==> config.mk <==
export PLATFORM = sky130hd
export DESIGN_NAME = gse_ctrl
export DESIGN_NICKNAME = d
export VERILOG_FILES = /design/src/rtl/gse_pkg.sv /design/src/rtl/gse_ctrl.sv
export SDC_FILE = /design/constraint.sdc
export NUM_CORES = 1
export LEC_CHECK = 0
export BUFFER_PORTS_ARGS = -buffer_cell sky130_fd_sc_hd__buf_2
export CORE_MARGIN = 2
export CORE_UTILIZATION = 59
export DETAILED_ROUTE_END_ITERATION = 7
export PLACE_DENSITY = 0.95
export SYNTH_ARGS = -nofsm -noshare
export SYNTH_HDL_FRONTEND = slang
export SYNTH_SLANG_ARGS = --single-unit
==> constraint.sdc <==
create_clock -name clk -period 6.5 [get_ports clk]
set_input_delay 0.65 -clock clk [delete_from_list [all_inputs] [get_ports clk]]
set_output_delay 0.65 -clock clk [all_outputs]
set_load 0.01 [all_outputs]
==> src/rtl/gse_pkg.sv <==
// ---------------------------------------------------------------------------
// gse_pkg
// Shared types, constants and arithmetic helpers of the Gaussian elimination
// solver: request payloads, controller states, datapath commands and status.
// ---------------------------------------------------------------------------
`default_nettype none

package gse_pkg;

  // default dimension and field widths
  localparam int MAX_UNKNOWNS_DEF = 16;
  localparam int DATA_W           = 32;
  localparam int FRAC_W           = 16;
  localparam int IDX_W            = 4;
  localparam int SIZE_W           = 5;
  localparam int THR_W            = 31;
  localparam int CFG_IDX_W        = 1;
  localparam int SIZE_RESET       = 16;

  // configuration register indexes
  localparam logic [CFG_IDX_W-1:0] REG_SIZE_IN_USE        = 1'b0;
  localparam logic [CFG_IDX_W-1:0] REG_SINGULAR_THRESHOLD = 1'b1;

  // request payloads
  typedef struct packed {
    logic signed [DATA_W-1:0] element_value;
  } in_item_t;

  typedef struct packed {
    logic signed [DATA_W-1:0] solution_value;
    logic [IDX_W-1:0]         solution_index;
    logic                     singular_flag;
    logic                     last_result;
  } out_item_t;

  // controller states
  typedef enum logic [4:0] {
    S_LOAD, S_PV_RD, S_PV_CMP, S_PV_CHK,
    S_SW_RDA, S_SW_RDB, S_SW_WRA, S_SW_WRB,
    S_EL_RDP, S_EL_PIV, S_EL_RDJ, S_EL_DIV, S_EL_WAIT,
    S_UP_RDI, S_UP_MUL, S_UP_WR,
    S_BS_INIT, S_BS_RDA, S_BS_RDX, S_BS_MUL, S_BS_ACC,
    S_BS_RDB, S_BS_RDD, S_BS_DIV, S_BS_WAIT, S_BS_WR,
    S_OUT_RD, S_OUT_WR, S_SING
  } state_t;

  // datapath operations
  typedef enum logic [4:0] {
    OP_NONE, OP_LOAD, OP_READ, OP_PV_CMP,
    OP_SW_RDB, OP_SW_WRA, OP_SW_WRB,
    OP_PIV, OP_LAM_DIV, OP_UP_MUL, OP_UP_WR,
    OP_ACC_CLR, OP_RD_TMP, OP_BS_MUL, OP_BS_ACC, OP_RD_NUM,
    OP_X_DIV, OP_X_WR, OP_OUT, OP_SING
  } dp_op_t;

  typedef struct packed {
    dp_op_t op;
    logic   last;
  } dp_cmd_t;

  typedef struct packed {
    logic singular;
    logic swap;
    logic div_done;
    logic out_free;
  } dp_status_t;

  // saturate a wide signed value to the data width
  function automatic logic signed [DATA_W-1:0] sat32(input logic signed [63:0] v);
    logic signed [63:0] hi;
    logic signed [63:0] lo;
    hi = 64'sd2147483647;
    lo = -64'sd2147483648;
    if (v > hi) begin
      sat32 = DATA_W'(hi);
    end else if (v < lo) begin
      sat32 = DATA_W'(lo);
    end else begin
      sat32 = DATA_W'(v);
    end
  endfunction

  // drop the fraction bits of a product, rounding toward zero
  function automatic logic signed [63:0] trunc_frac(input logic signed [63:0] p);
    logic signed [63:0] bias;
    bias = (64'sd1 <<< FRAC_W) - 64'sd1;
    if (p < 0) begin
      trunc_frac = (p + bias) >>> FRAC_W;
    end else begin
      trunc_frac = p >>> FRAC_W;
    end
  endfunction

endpackage

`default_nettype wire

==> src/rtl/gse_ctrl.sv <==
// ---------------------------------------------------------------------------
// gse_ctrl
// Configuration registers, loop counters and the sequencing state machine
// for loading, pivoting, elimination, back substitution and result output.
// ---------------------------------------------------------------------------
`default_nettype none

module gse_ctrl import gse_pkg::*; #(
  parameter int MAX_UNKNOWNS = MAX_UNKNOWNS_DEF
) (
  input  logic                              clk,
  input  logic                              rst,
  input  logic                              cfg_we,
  input  logic [CFG_IDX_W-1:0]              cfg_index,
  input  logic [THR_W-1:0]                  cfg_data,
  input  logic                              in_fire,
  input  dp_status_t                        status,
  output logic                              in_ready,
  output dp_cmd_t                           cmd,
  output logic [$clog2(MAX_UNKNOWNS+1)-1:0] row,
  output logic [$clog2(MAX_UNKNOWNS+1)-1:0] col,
  output logic [$clog2(MAX_UNKNOWNS+1)-1:0] n,
  output logic [THR_W-1:0]                  thr
);

  localparam int RCW = $clog2(MAX_UNKNOWNS + 1);

  state_t          state;
  state_t          state_next;
  logic [SIZE_W-1:0] size_reg;
  logic [RCW-1:0]  i;
  logic [RCW-1:0]  j;
  logic [RCW-1:0]  k;
  logic [RCW-1:0]  n_m1;

  // active size, clamped to 1..MAX_UNKNOWNS
  always_comb begin
    if (size_reg == '0) begin
      n = RCW'(1);
    end else if (int'(size_reg) > MAX_UNKNOWNS) begin
      n = RCW'(MAX_UNKNOWNS);
    end else begin
      n = RCW'(size_reg);
    end
    n_m1 = n - RCW'(1);
  end

  // configuration registers
  always_ff @(posedge clk) begin
    if (rst) begin
      size_reg <= SIZE_W'(SIZE_RESET);
      thr      <= '0;
    end else if (cfg_we) begin
      case (cfg_index)
        REG_SIZE_IN_USE:        size_reg <= cfg_data[SIZE_W-1:0];
        REG_SINGULAR_THRESHOLD: thr      <= cfg_data;
        default: begin
        end
      endcase
    end
  end

  // next state
  always_comb begin
    state_next = state;
    case (state)
      S_LOAD:    if (in_fire && k == n && i == n_m1) state_next = S_PV_RD;
      S_PV_RD:   state_next = S_PV_CMP;
      S_PV_CMP:  state_next = (j == n_m1) ? S_PV_CHK : S_PV_RD;
      S_PV_CHK: begin
        if (status.singular)  state_next = S_SING;
        else if (status.swap) state_next = S_SW_RDA;
        else                  state_next = S_EL_RDP;
      end
      S_SW_RDA:  state_next = S_SW_RDB;
      S_SW_RDB:  state_next = S_SW_WRA;
      S_SW_WRA:  state_next = S_SW_WRB;
      S_SW_WRB:  state_next = (k == n) ? S_EL_RDP : S_SW_RDA;
      S_EL_RDP:  state_next = (i == n_m1) ? S_BS_INIT : S_EL_PIV;
      S_EL_PIV:  state_next = S_EL_RDJ;
      S_EL_RDJ:  state_next = S_EL_DIV;
      S_EL_DIV:  state_next = S_EL_WAIT;
      S_EL_WAIT: if (status.div_done) state_next = S_UP_RDI;
      S_UP_RDI:  state_next = S_UP_MUL;
      S_UP_MUL:  state_next = S_UP_WR;
      S_UP_WR: begin
        if (k != n)          state_next = S_UP_RDI;
        else if (j != n_m1)  state_next = S_EL_RDJ;
        else                 state_next = S_PV_RD;
      end
      S_BS_INIT: state_next = (i == n_m1) ? S_BS_RDB : S_BS_RDA;
      S_BS_RDA:  state_next = S_BS_RDX;
      S_BS_RDX:  state_next = S_BS_MUL;
      S_BS_MUL:  state_next = S_BS_ACC;
      S_BS_ACC:  state_next = (j == n_m1) ? S_BS_RDB : S_BS_RDA;
      S_BS_RDB:  state_next = S_BS_RDD;
      S_BS_RDD:  state_next = S_BS_DIV;
      S_BS_DIV:  state_next = S_BS_WAIT;
      S_BS_WAIT: if (status.div_done) state_next = S_BS_WR;
      S_BS_WR:   state_next = (i == '0) ? S_OUT_RD : S_BS_INIT;
      S_OUT_RD:  state_next = S_OUT_WR;
      S_OUT_WR: begin
        if (status.out_free) state_next = (i == n_m1) ? S_LOAD : S_OUT_RD;
      end
      S_SING:    if (status.out_free) state_next = S_LOAD;
      default:   state_next = S_LOAD;
    endcase
  end

  // command outputs
  always_comb begin
    cmd.op   = OP_NONE;
    cmd.last = 1'b0;
    row      = i;
    col      = k;
    in_ready = 1'b0;
    case (state)
      S_LOAD: begin
        cmd.op   = OP_LOAD;
        in_ready = 1'b1;
      end
      S_PV_RD:   begin cmd.op = OP_READ;    row = j; col = i; end
      S_PV_CMP:  begin cmd.op = OP_PV_CMP;  row = j; col = i; end
      S_PV_CHK:  cmd.op = OP_NONE;
      S_SW_RDA:  cmd.op = OP_READ;
      S_SW_RDB:  cmd.op = OP_SW_RDB;
      S_SW_WRA:  cmd.op = OP_SW_WRA;
      S_SW_WRB:  cmd.op = OP_SW_WRB;
      S_EL_RDP:  begin cmd.op = OP_READ;    col = i; end
      S_EL_PIV:  cmd.op = OP_PIV;
      S_EL_RDJ:  begin cmd.op = OP_READ;    row = j; col = i; end
      S_EL_DIV:  cmd.op = OP_LAM_DIV;
      S_UP_RDI:  cmd.op = OP_READ;
      S_UP_MUL:  begin cmd.op = OP_UP_MUL;  row = j; end
      S_UP_WR:   begin cmd.op = OP_UP_WR;   row = j; end
      S_BS_INIT: cmd.op = OP_ACC_CLR;
      S_BS_RDA:  begin cmd.op = OP_READ;    col = j; end
      S_BS_RDX:  begin cmd.op = OP_RD_TMP;  row = j; col = n; end
      S_BS_MUL:  cmd.op = OP_BS_MUL;
      S_BS_ACC:  cmd.op = OP_BS_ACC;
      S_BS_RDB:  begin cmd.op = OP_READ;    col = n; end
      S_BS_RDD:  begin cmd.op = OP_RD_NUM;  col = i; end
      S_BS_DIV:  cmd.op = OP_X_DIV;
      S_BS_WR:   begin cmd.op = OP_X_WR;    col = n; end
      S_OUT_RD:  begin cmd.op = OP_READ;    col = n; end
      S_OUT_WR: begin
        if (status.out_free) begin
          cmd.op   = OP_OUT;
          cmd.last = (i == n_m1);
        end
      end
      S_SING:    if (status.out_free) cmd.op = OP_SING;
      default:   cmd.op = OP_NONE;
    endcase
  end

  // state and loop counters
  always_ff @(posedge clk) begin
    if (rst) begin
      state <= S_LOAD;
      i     <= '0;
      j     <= '0;
      k     <= '0;
    end else begin
      state <= state_next;
      if (cfg_we && cfg_index == REG_SIZE_IN_USE) begin
        // a size write clears the load counters i and k; the state is not changed
        i <= '0;
        k <= '0;
      end else begin
        case (state)
          S_LOAD: begin
            if (in_fire) begin
              if (k == n) begin
                k <= '0;
                if (i == n_m1) begin
                  i <= '0;
                  j <= '0;
                end else begin
                  i <= i + RCW'(1);
                end
              end else begin
                k <= k + RCW'(1);
              end
            end
          end
          S_PV_CMP:  if (j != n_m1) j <= j + RCW'(1);
          S_PV_CHK:  k <= i;
          S_SW_WRB:  if (k != n) k <= k + RCW'(1);
          S_EL_RDP:  j <= i + RCW'(1);
          S_EL_WAIT: k <= i + RCW'(1);
          S_UP_WR: begin
            if (k != n) begin
              k <= k + RCW'(1);
            end else if (j != n_m1) begin
              j <= j + RCW'(1);
            end else begin
              i <= i + RCW'(1);
              j <= i + RCW'(1);
            end
          end
          S_BS_INIT: j <= i + RCW'(1);
          S_BS_ACC:  if (j != n_m1) j <= j + RCW'(1);
          S_BS_WR:   if (i != '0) i <= i - RCW'(1);
          S_OUT_WR: begin
            if (status.out_free) begin
              if (i == n_m1) begin
                i <= '0;
                k <= '0;
              end else begin
                i <= i + RCW'(1);
              end
            end
          end
          S_SING: begin
            if (status.out_free) begin
              i <= '0;
              k <= '0;
            end
          end
          default: begin
          end
        endcase
      end
    end
  end

endmodule

`default_nettype wire

==> results.md, run 1 <==
* Residual DRC at 0
* Max reg flops at 31
* Ys Warns at 0
* Crit path kind: flop to output port
* Post-synth EDFFs at 0
* All-Layer GR Usage at 32.8%
* DIE WIDTH at 87.6 um
* #FFs+latches synth at 56
* Adder-cell area share of the yosys netlist at under 10%
* Met3 Usage GRT at roughly 8.4%
* Die Height at between 80 and 90 um
* Via density at 6.41
* Outcome: finished, final reports clean
* HP Class: flop to flop
* Final core occ at between 60% and 70%
* CP max stage cell: dfxtp_1
* Routability congestion estimate at approximately 0.98
* Root buffer cell: clkbuf_8
* Cts bufs inserted at 5
* MaxCap Viol Count at 0
* Max Clock Freq at about 270 MHz
* CP top delay family: simple AND/OR/NAND/NOR gates
* Arr. time, crit path at 3050 ps
* Post-DP HPWL at approximately 9000 um
* RSZ-0062 raised after global routing: false
* CTS hold repair buffers at 0
* Biggest register: thr
* Drt total wl at between 10000 and 15000 um
* Syn Area/Cell at between 7 and 8 um^2
* Max-slew violations at 0
* Levels on crit path at 9
* Xor/xnor cell area share of the yosys netlist at ~3.7%
* Multiplexer share of the synthesized area at 2.76%
* Final period util at 57.0%
* Initial Util at roughly 61%
* Final Hold Viols at 0
* Leading area contributor after synthesis: dfxtp_1
* Num rows at 30
* Total setup buffers inserted after CTS at 0
* Reg2Reg Depth at 11
* Met1 usage at about 43%
* Leakage at roughly 1.9 nW
* Quantity of gates resized following cts at 0
* Largest family of logic cells by synthesized area: compound AO/OA/AOI/OAI gates
* Port bufs at just over 90
* CTS tree: done
* Hold path cells at 2
* Startpoint types: flop
* Detailed Route Iter0 Violations at between 800 and 900
* Synth Area in Simple Gates at ~28%
* Commonest non-fill, non-tap cell in the layout: nand2_1
* Synth unique cells at 78
* Synthesized netlist cell count at 581
* Top_reg_cell synth: dfxtp_1
* Final hold slack at roughly 450 ps
* Vias in the first global route at around 4300
* Mapped Area at around 4100 um^2
* Crit end category: output port
* Final Skew at 6.13 ps
* Total gr overflow at 0
* Design Power at about 1.4 mW
* Vias at 4700
* Post-synth top area share at between 20 and 30%
* Final setup viols at 0
* Reg clk slew, reported paths at 100 ps
* Max incr delay on CP at 610 ps
* Synth area leaders: dfxtp_1 (27%), nand2_1 (9.4%), a21oi_1 (7.6%), nor2_1 (4.4%), o21ai_0 (4.2%)
* Seq/Total Area, Yosys at 27.2%
* Share of post-route cells with drive strength above 1 at between 10% and 20%
* Crit path buf inv count at 2
* Detail Route Antenna Nets at 0
* Layout area overhead at 12.9%
* GR peak layer: met2
* Worst-path fanout max at 15
* Worst-Margin Slew at between 1000 and 1500 ps
* Worst Path Required at a little under 6000 ps
* Setup TNS Final at 0 ps
* Placed Area at 4530 um^2
* Io pins at between 90 and 100
* # diodes at 0
* Post-Syn Nets at roughly 630
* Post-synthesis compound-gate area fraction at a little under a third
* Met2 Use GR at about 53%
* H-tree depth at 2
* Cell-by-cell listing of the critical path: nand2b_1, nand2_1, inv_1, ha_1, nor4b_2, o21a_1, o211ai_1, nor4_1, buf_2
* Maximum VDD drop at 0.177 mV
* First drt pass iteration count at 6
* Minimum clock period at around 3700 ps
* Worst slew margin at about 28%
* Worst-case clock buffer depth at 2
* Number of antenna violations at the first check in global routing at 0
* Final instance area at roughly 4700 um^2
* Fraction of registers with async set/reset at 0%
* Commonest cells after routing, fill and taps aside: nand2_1 (103), buf_2 (92), a21oi_1 (63), dfxtp_1 (56), nor2_1 (48)
* Fillers at 570
* Worst-Skew Late Latency at just over 300 ps
* Largest net degree at the start of global routing at slightly above 50
* Clock Sink Count at 56
* Routed WL per cell at roughly 17 um
* Pwr per Cell Area at a little over 300 nW/um^2
* First-pass GRT wire length at between 20000 and 25000 um
* Layout Nets at approximately 700
* Die ar. at ~7700 um^2
* Core Area at about 6800 um^2
-- through the flow --
| stage | worst slack (ps) | std cells |
|---|---|---|
| after global routing | 2540 | 733 |
| after CTS | 2860 | 733 |
| after global placement | 3250 | 726 |
| after floorplan | 3420 | 581 |
| after detailed placement | 3100 | 726 |
| final | 2800 | 733 |
-- report_power, final --
part	internal, mW	switching [mW]	total (mW)	leakage [nW]
Sequential	0.387	0.118	0.506	0.457
Clock	0.152	0.117	0.269	0.0642
Combinational	0.267	0.403	0.670	1.42
-- path summary, 6_finish.rpt --
check | from | slack, ps | to
max | size_reg[4]$_SDFFE_PP1P_ | 2800 | cmd[0]
max reg2reg | size_reg[4]$_SDFFE_PP1P_ | 2940 | j[3]$_SDFFE_PP0P_
min reg2reg | thr[29]$_SDFFE_PP0P_ | 450 | thr[29]$_SDFFE_PP0P_
min | thr[29]$_SDFFE_PP0P_ | 450 | thr[29]$_SDFFE_PP0P_
-- layout make-up --
type / count / area (um^2) / share of cell area [%]
Clock inverter: 2 / 60.1 / 1.29
Timing Repair Buffer: 96 / 490 / 10.5
Clock buffer: 5 / 68.8 / 1.48
Inverter: 18 / 67.6 / 1.45
Tap cell: 96 / 120 / 2.58
Sequential cell: 56 / 1120 / 24.1
Multi-Input combinational cell: 460 / 2730 / 58.6
-- cell families (layout without fill, tap and decap cells) --
family / Yosys count / after routing
DFF: 56 / 56
buffers and inverters: 65 / 121
adders and majority gates: 5 / 5
AOI/OAI and AO/OA: 191 / 191
xor gates and xnor gates: 14 / 14
and+or+nand+nor: 239 / 239
muxes: 11 / 11
-- metal layers --
layer | share of wire [%] | wire length (um)
met2 | 46 | 5800
met3 | 12 | 1500
met5 | 0 | 0
met4 | 3.0 | 377
met1 | 39 | 4930
-- worst register-to-register path: cells and delay by family, from the launching register on --
family          cells  cell delay, ps
compound gates      4            1170
simple gates        5            1340
flops               1             610
fa+ha+maj           1             250
buf+inv             1              60
-- Yosys cell counts (5+ instances only) --
cell type  count
xor2_1         6
inv_1         16
a211oi_1       6
or2_2          5
buf_1          6
a222oi_1       6
dfxtp_1       56
xnor2_1        6
o22ai_1        8
nor2b_1       11
o31ai_1        5
a21oi_1       63
nor3_1        11
a31oi_1        8
nand2_1      103
ha_1           5
a21o_1         6
mux2i_1        8
clkbuf_1      34
o21ai_0       35
nor2_1        48
nand2b_1       9
nand3_1       18
o211ai_1       6
Note: power is estimated with default switching activity, not from simulation.
==> run 2: changes to the inputs <==
--- a/config.mk
+++ b/config.mk
@@ -7,9 +7,9 @@
 export LEC_CHECK = 0
 export BUFFER_PORTS_ARGS = -buffer_cell sky130_fd_sc_hd__buf_2
 export CORE_MARGIN = 2
-export CORE_UTILIZATION = 59
+export CORE_UTILIZATION = 50
 export DETAILED_ROUTE_END_ITERATION = 7
-export PLACE_DENSITY = 0.95
+export PLACE_DENSITY = 0.89
 export SYNTH_ARGS = -nofsm -noshare
 export SYNTH_HDL_FRONTEND = slang
 export SYNTH_SLANG_ARGS = --single-unit
==> constraint.sdc (replaced) <==
create_clock -name clk -period 3.13 [get_ports clk]
set_input_delay 0.313 -clock clk [delete_from_list [all_inputs] [get_ports clk]]
set_output_delay 0.313 -clock clk [all_outputs]
set_load 0.01 [all_outputs]
==> run 2 against run 1 <==
Against the previous run:
- core utilization fell by 9.0 points
- first-iteration DRC count fell by 33%
- count of clock-buffer cells in the layout did not move
- clock power rose by 54%
- critical path type is now flop to flop
- critical endpoint is now i[2]$_SDFFE_PP0P_
- largest cell class unchanged
- largest power group unchanged
- highest routed layer unchanged
==> results.md, run 2 (synthesized netlist as in run 1, its figures left out) <==
* Outcome: finished, final reports clean (unchanged)
* Arr. time, crit path at 3220 ps (was 3050 ps)
* CTS hold repair buffers at 0 (unchanged)
* Commonest non-fill, non-tap cell in the layout: nand2_1 (unchanged)
* Worst-path fanout max at 6 (was 15)
* Largest net degree at the start of global routing at 51 (unchanged)
* Max Clock Freq at ~330 MHz
* Final hold slack at 219 ps (was 454 ps)
* Max-slew violations at 0 (unchanged)
* CTS tree: done (unchanged)
* Leakage at 2.04 nW (was 1.94 nW)
* All-Layer GR Usage at 28.3% (was 32.8%)
* Worst-Margin Slew at 1010 ps (was 1080 ps)
* Core Area at 8090 um^2 (was 6790 um^2)
* WL met3 at 1530 um (was 1500 um)
* Minimum clock period at between 3000 and 4000 ps
* Reg clk slew, reported paths at 110 ps (was 100 ps)
* Routed length on met2 at 5750 um (was 5800 um)
* Crit path kind: flop to flop (was flop to output port)
* Share of post-route cells with drive strength above 1 at 23.6% (was 19.9%)
* Register Area at 1120 um^2 (about the same)
* Die Height at 94.9 um (was 87.6 um)
* Startpoint types: flop (unchanged)
* H-tree depth at 2 (unchanged)
* Via density at 6.25 (was 6.41)
* Layout Nets at 700 (was 682)
* Final instance area at 4830 um^2 (was 4660 um^2)
* Commonest cells after routing, fill and taps aside: nand2_1 (102), buf_2 (92), a21oi_1 (63), dfxtp_1 (54), nor2_1 (48) (was nand2_1 (103), buf_2 (92), a21oi_1 (63), dfxtp_1 (56), nor2_1 (48))
* R2R Setup Slk at 120 ps (was 2940 ps)
* Total gr overflow at 0 (unchanged)
* # diodes at 0 (unchanged)
* DIE WIDTH at 94.9 um (was 87.6 um)
* Num rows at 33 (was 30)
* Number of antenna violations at the first check in global routing at 0 (unchanged)
* Fillers at 738 (was 570)
* Detail Route Antenna Nets at 0 (unchanged)
* Met1 Wirelength at 5020 um (was 4930 um)
* Biggest register: thr (unchanged)
* Maximum VDD drop at 0.252 mV (was 0.177 mV)
* First-pass GRT wire length at 20400 um (was 20300 um)
* Vias at 4757 (was 4700)
* Port bufs at 92 (unchanged)
* Initial Util at 51.0% (was 60.8%)
* Residual DRC at 0 (unchanged)
* Clock Sink Count at 56 (unchanged)
* Final Skew at 18.8 ps (was 6.13 ps)
* Worst-Skew Late Latency at 320 ps (was 310 ps)
* Layout area overhead at 16.9% (was 12.9%)
* Worst-case clock buffer depth at 2 (unchanged)
* Cts bufs inserted at 5 (unchanged)
* Area of the multi-input gates at 2790 um^2 (was 2730 um^2)
* Setup WS pre-CTS at 19.5 ps (was 3100 ps)
* Pwr per Cell Area at 605 nW/um^2 (was 310 nW/um^2)
* Worst Path Required at 3340 ps (was 5850 ps)
* Post-DP HPWL at 9200 um (was 9050 um)
* Routability congestion estimate at 1.05 (was 0.979)
* Max reg flops at 31 (unchanged)
* Vias in the first global route at 4281 (was 4293)
* HP Class: input port to flop (was flop to flop)
* Crit end category: flop (was output port)
* First drt pass iteration count at 8 (was 6)
* Root buffer cell: clkbuf_8 (unchanged)
* Final Hold Viols at 0 (unchanged)
* Setup slack after layout at 121 ps (was 2800 ps)
* Worst slew margin at 32.9% (was 27.9%)
* Placed Area at 4670 um^2 (was 4530 um^2)
* Detailed Route Iter0 Violations at 550 (was 820)
* Die ar. at 9000 um^2 (was 7680 um^2)
* Design Power at 2.92 mW (was 1.44 mW)
* Final period util at between 90 and 100%
* Max layer used: met4 (unchanged)
* Drt total wl at 12800 um (was 12600 um)
* MaxCap Viol Count at 0 (unchanged)
* Io pins at 93 (unchanged)
* Routed WL per cell at 16.8 um (was 17.2 um)
* Setup TNS Final at 0 ps (unchanged)
* Final setup viols at 0 (unchanged)
## run 2: final cells by class
class / count / share of cell area [%]
timing repair buffer: 114 / 13.0
tap: 105 / 2.72
multi-input combinational: 460 / 57.7
clock buffer: 5 / 1.43
clock inverter: 3 / 0.467
sequential: 56 / 23.3
inverter: 18 / 1.40
## run 2: path summary, 6_finish.rpt
path,startpoint,endpoint,cells past startpoint
worst max-delay path,size_reg[1]$_SDFFE_PP0P_,i[2]$_SDFFE_PP0P_,11
worst min-delay path,cfg_data[9],thr[9]$_SDFFE_PP0P_,3
worst max register to register,size_reg[1]$_SDFFE_PP0P_,i[2]$_SDFFE_PP0P_,11
worst min register to register,thr[23]$_SDFFE_PP0P_,thr[23]$_SDFFE_PP0P_,2
## run 2: worst max-delay path, stage by stage (launching register included)
cell and delay (ps):
dfxtp_1 320, or4_4 570, nand2_2 100, inv_1 70, ha_4 180, nor4b_4 140, or3_1 360, a211oi_2 310
nand3_2 160, a211oi_4 350, a21boi_1 250, o32ai_1 110
## run 2: what timing repair did
action | in CTS | in global routing
resized for setup | 4 | 9
pin swaps | 0 | 2
buffers inserted | 0 | 1
setup endpoints to repair | 2 | 20
gates cloned | 0 | 0
## run 2: through the flow
step,instances,utilization [%]
after floorplan,581,-
after global placement,752,57.7
after detailed placement,752,57.7
after CTS,760,59.1
after global routing,761,59.6
final,761,59.6
## run 2: report_power, final
part	switching, mW	internal (mW)
combinational	0.904	0.595
clock	0.254	0.161
sequential	0.198	0.805
total	1.36	1.56
## run 2: per-layer routing
layer / track usage (%) / vias to the layer above
li1: - / 2233
met1: 37.8 / 2143
met2: 43.3 / 334
met3: 6.15 / 47
met4: 13.4 / 0
met5: 0 / -
